**config.mk**
```make
export PLATFORM = sky130hd
export DESIGN_NAME = tcc_div_cell
export DESIGN_NICKNAME = d
export VERILOG_FILES = /design/src/hw/rtl/tcc_div_cell.sv
export SDC_FILE = /design/constraint.sdc
export NUM_CORES = 1
export LEC_CHECK = 0
export ABC_AREA = 1
export BUFFER_PORTS_ARGS = -buffer_cell sky130_fd_sc_hd__clkbuf_2
export CAP_MARGIN = 20
export CORE_AREA = 2 2 189 191
export CTS_CLUSTER_DIAMETER = 30
export CTS_CLUSTER_SIZE = 10
export DETAILED_ROUTE_END_ITERATION = 7
export DIE_AREA = 0 0 191 193
export MAX_ROUTING_LAYER = met4
export PLACE_DENSITY_LB_ADDON = 0.08
export RECOVER_POWER = 100
export SLEW_MARGIN = 20
export SYNTH_ARGS = -nofsm -noshare
export SYNTH_HDL_FRONTEND = slang
export SYNTH_SLANG_ARGS = --single-unit
```
**constraint.sdc**
```tcl
create_clock -name clk -period 1.9 [get_ports clk]
set_input_delay 0.095 -clock clk [delete_from_list [all_inputs] [get_ports clk]]
set_output_delay 0.095 -clock clk [all_outputs]
set_load 0.01 [all_outputs]
```
**src/hw/rtl/tcc_div_cell.sv**
```systemverilog
// One restoring division cell: one quotient bit for each of the x and y lanes.
`timescale 1ns / 1ps
module tcc_div_cell #(
	parameter int RB = 36,
	parameter int NW = 68
) (
	input  logic          clk,
	input  logic          en,
	input  logic [RB-1:0] den_i,
	input  logic [RB-1:0] rem_x_i,
	input  logic [NW-1:0] word_x_i,
	input  logic [RB-1:0] rem_y_i,
	input  logic [NW-1:0] word_y_i,
	output logic [RB-1:0] den_o,
	output logic [RB-1:0] rem_x_o,
	output logic [NW-1:0] word_x_o,
	output logic [RB-1:0] rem_y_o,
	output logic [NW-1:0] word_y_o
);
	logic [RB:0] tx, ty, dx, dy;
	logic gex, gey;

	// The dividend shifts out at the top while quotient bits enter at the bottom.
	always_comb begin
		tx = {rem_x_i, word_x_i[NW-1]};
		ty = {rem_y_i, word_y_i[NW-1]};
		gex = tx >= {1'b0, den_i};
		gey = ty >= {1'b0, den_i};
		dx = tx - {1'b0, den_i};
		dy = ty - {1'b0, den_i};
	end

	always_ff @(posedge clk) begin
		if (en) begin
			den_o <= den_i;
			rem_x_o <= gex ? dx[RB-1:0] : tx[RB-1:0];
			rem_y_o <= gey ? dy[RB-1:0] : ty[RB-1:0];
			word_x_o <= {word_x_i[NW-2:0], gex};
			word_y_o <= {word_y_i[NW-2:0], gey};
		end
	end
endmodule

```
# After elaboration in Yosys (flattened, before gate mapping)

Cells that the tools add are included.

Output and inout port bits: 244
Logic and storage cells: 11
Input port bits: 246
Register bits: 244

Mux-type cells: 2
$lt $le $gt $ge: 2
$add $sub $neg: 2

Operator list:

| kind             | count |
|---|---|
| $ge A37 B36 Y1   | 2 |
| $mux W36         | 2 |
| $sub A36 B36 Y36 | 2 |

# Longest topological paths before layout

Depth in word-level cells: 2
Mapped depth: 16
Gate-level depth less buffers: 15

# Worst setup path after synthesis

No wires, ideal clock.

Path kind: input -> register
From: in word_x_i[67]
To: reg rem_x_o[32] (data pin)
Setup slack: 103 ps
Stages: 15
Data required time: 1647 ps
Arrival time: 1544 ps
Setup time: 253 ps
Buffers on the path: 0
Cells stage by stage: inv_1 ha_1 fa_1 inv_1 nand3_1 nand3_1 nand2_1 nand2_1 nand2_1 nand2_1 nand2_1 nand2_1 nand2_1 nand3_1 nand2_1

Cells in the longest elaborated chain, start to end: 2
Elaborated cells on any way between the ends: 3
Those cells by class: add/sub: 1; order compare: 1; mux: 1

RTL lines:

| element                                                   | line   | RTL |
|---|---|---|
| start, declared                                           | 11     | `input logic [NW-1:0] word_x_i,` |
| $sub A36 B36 Y36 / $ge A37 B36 Y1 (equally long branches) | 29, 27 |  |
| $mux W36 (*)                                              | 36     | `rem_x_o <= gex ? dx[RB-1:0] : tx[RB-1:0];` |
| end signal, assigned                                      | 36     |  |
| end, declared                                             | 15     | `output logic [RB-1:0] rem_x_o,` |

Mark *: on every way between the ends. The rest lies on a longest branch, timed or not.
A chain may end at the register's enable or synchronous reset.

# Worst setup path after layout

From: in rem_y_i[34]
To: reg rem_y_o[1] (data pin)

Cells in the longest elaborated chain, start to end: 2

RTL lines:

| element              | line | RTL |
|---|---|---|
| start, declared      | 12   | `input logic [RB-1:0] rem_y_i,` |
| $ge A37 B36 Y1       | 28   | `gey = ty >= {1'b0, den_i};` |
| $mux W36             | 37   | `rem_y_o <= gey ? dy[RB-1:0] : ty[RB-1:0];` |
| end signal, assigned | 37   |  |
| end, declared        | 17   | `output logic [RB-1:0] rem_y_o,` |

Every way passes these cells.

==> results.py <==
metrics = {
    "yosys": {
        "netlist_area_um2": 13990,
        "yosys_register_bits": 244,
        "synth_cells": 1599,
        "ys.flop_type": "edfxtp_1",
        "ys_types": 36,
        "synthArstFlopShare": 0,
        "avgSynthCellArea_um2": 8.748,
        "ys_seq_area_frac": 0.5238,
        "synth-edff-count": 244,
        "synthesis.nets": 1919,
        "synth_warnings": 0,
    },
    "detailed_routing": {
        "drt_wl_total_mm": 56.87,
        "drc": 0,
        "via_per_inst": 4.686,
        "num_vias": 15080,
        "routedWlPerCell_um": 17.67,
        "ant_nets": 0,
        "drt_iter0_drc": 834,
        "first_pass_iters": 6,
    },
    "pwr": {
        "p_switching_mw": 6.001,
        "power.leakage_nw": 11.34,
        "intPower_mw": 14.40,
        "pwr-share-seq": 0.333,
        "pwr-share-comb": 0.234,
        "p_sw_frac": 0.2942,
        "finalPower_mw": 20.40,
        "p_per_area_nw_per_um2": 868.2,
        "ir_worst_vdd_mv": 0.8649,
        "clock_power_share": 0.433,
    },
    "setup_path": {
        "critPathLaunch": "rem_y_i[34]",
        "start_kind": "input port",
        "cp-end-kind": "register",
        "path_class": "input port to register",
        "crit_arrival_ns": 2.14,
        "slowest_delay_ns": 0.54,
        "path_cells": "dlygate4sd3_1, clkbuf_2, ha_4, nand2_1, nor2_1, nand2_1, nor2_2, nand4_1, nand4_4, buf_12, o21ai_0",
        "worstPathMaxFanout": 16,
        "path_common_cell": "nand2_1",
        "required_ns": 2.22,
        "cp_slowest_cell": "dlygate4sd3_1",
    },
    "timing": {
        "hold_viol_final": 0,
        "max_slew_margin": 0.2884,
        "rsz0062_at_grt": "false",
        "timing.final.ws_setup_ns": 0.08104,
        "worst_slew_pin_slew_ns": 1.067,
        "min_period_ns": 1.819,
        "holdWs_ns": 0.02795,
        "slew_viol_final": 0,
        "setup_viol": 0,
        "max_freq_mhz": 549.8,
        "post-route-period-util": 0.9573,
    },
    "place": {
        "gp_congestion": 0.9557,
        "portBuffers": 489,
        "dp.cells": 2876,
        "dpl.hpwl_mm": 42.73,
        "pre_cts_slack_ns": -0.4990,
    },
    "cts": {
        "clock-sinks": 244,
        "htree_num_levels": 2,
        "clk_pin_slew_ns": 0.05,
        "clock_path_buffers": 3,
        "cts_buffers": 55,
        "cts_root_buffer": "clkbuf_16",
        "cts_tree": "built",
    },
    "floorplan": {
        "initial_core_util": 0.4001,
        "die-height_um": 193,
        "dieArea_um2": 36860,
        "rows": 69,
        "core_um2": 34960,
        "chipWidth_um": 191,
        "io_pins": 490,
    },
    "layout": {
        "fin_cells": 3218,
        "fin_util": 0.6720,
        "antenna_cells": 0,
        "area_growth_pct": 67.96,
        "fin_nets": 3032,
        "drive_gt1_frac": 0.2597,
        "fillCellCount": 3072,
    },
    "grt": {
        "antenna_found_initial": 0,
        "grt_pass1_wl_mm": 83.00,
        "grt_pass1_vias": 15210,
        "overflow": 0,
        "track_usage": 0.3094,
        "grt_max_degree": 58,
    },
    "min_path": {
        "worstHoldStart": "rem_x_i[34]",
        "hold_path_end": "rem_x_o[35]",
        "worstHoldPathCells": 4,
        "hold_class": "input port to register",
    },
    "run_status": {
        "status": "finished clean",
    },
    "run": {
        "cap_violations": 0,
    },
}
[power by group through the flow]
stage          registers (mW)  clock network (mW)  logic [mW]
5_1_grt                  6.83                9.19        5.22
6_report                 6.79                8.84        4.77
4_1_cts                  6.78                8.90        4.87
3_5_place_dp             6.87                   0        4.45
2_1_floorplan            7.14                   0        1.68
3_3_place_gp             6.86                   0        4.42
[per-stage QoR]
step	setup TNS [ns]	instance area, um^2
3_3_place_gp	-26.26	19680
4_1_cts	0	23830
6_report	0	23500
5_1_grt	0	23500
3_5_place_dp	-26.74	19680
2_1_floorplan	0	13990
[metal layers]
metal / GRT usage / share of wire / up-vias
met2: 0.5449 / 0.50 / 479
met3: 0.04760 / 0.059 / 106
li1: - / - / 7490
met4: 0.1106 / 0.033 / 0
met5: - / 0 / -
met1: 0.3589 / 0.41 / 7006
[critical path, delay by kind of cell]
kind / cells / cell delay, ns
compound gates: 1 / 0.10
buf+inv: 3 / 0.85
fa+ha+maj: 1 / 0.28
simple gates: 6 / 0.80
[layout make-up]
type	count	area [um^2]	share of cell area
clock buffer	59	1391	0.05922
clock inverter	43	366.6	0.01560
multi-input combinational	1091	5627	0.2395
inverter	243	912.1	0.03882
timing repair buffer	1077	7295	0.3105
tap	461	576.8	0.02455
sequential	244	7327	0.3119
[kinds of logic after synthesis]
| kind of cell | share of synthesized area |
|---|---|
| compound gates | 0.03569 |
| xor+xnor | 0.02254 |
| fa+ha+maj | 0.06726 |
| buf+inv | 0.07665 |
| flops | 0.5238 |
| simple gates | 0.2741 |
[flip-flops by register name (all words and copies together), names as in the netlist]
register,cells
word_x_o,68
rem_x_o,36
den_o,36
word_y_o,68
rem_y_o,36
[worst max path at each step]
stage | slack (ns) | to | cells after the start
3_5_place_dp | -0.50 | rem_x_o[0] | 12
3_3_place_gp | -0.52 | rem_x_o[0] | 12
2_1_floorplan | 0.10 | rem_x_o[32] | 15
6_report | 0.08 | rem_y_o[1] | 11
5_1_grt | 0.002 | rem_y_o[1] | 11
4_1_cts | 0.02 | rem_y_o[13] | 13
[placed cells by master, fill, tap and decap left out, drive strengths merged, types with 16 or more instances in the layout]
cell	netlist	final
buf	21	338
inv	241	246
nor2	122	122
nand3b	18	18
nand3	160	160
edfxtp	244	244
xor2	34	34
a21oi	56	56
clkinv	2	31
nand2	558	558
dlygate4sd3	0	239
ha	72	72
nor3	16	16
clkbuf	0	559
[Yosys cell counts (7+ instances only)]
cell | n | area (um^2)
o21bai_1 | 13 | 97.59
nor3_1 | 13 | 65.06
xor2_1 | 34 | 297.8
inv_2 | 7 | 26.28
nand2_2 | 17 | 106.4
buf_6 | 7 | 78.83
nor2_1 | 101 | 379.1
nand3_1 | 158 | 790.8
a21oi_1 | 54 | 270.3
edfxtp_1 | 244 | 7327
nand3b_1 | 18 | 135.1
nand4_1 | 11 | 68.82
nor2_2 | 20 | 125.1
buf_2 | 8 | 40.04
o21ai_0 | 15 | 75.07
nand2_1 | 539 | 2023
ha_1 | 72 | 900.9
inv_1 | 234 | 878.3
[repair_timing]
action                     CTS  global route
hold buffers               239             0
resized for setup            0             7
hold endpoints to repair   264             0
setup endpoints to repair    0            38
setup buffers                0             0
Note: power is estimated with default switching activity, not from simulation.
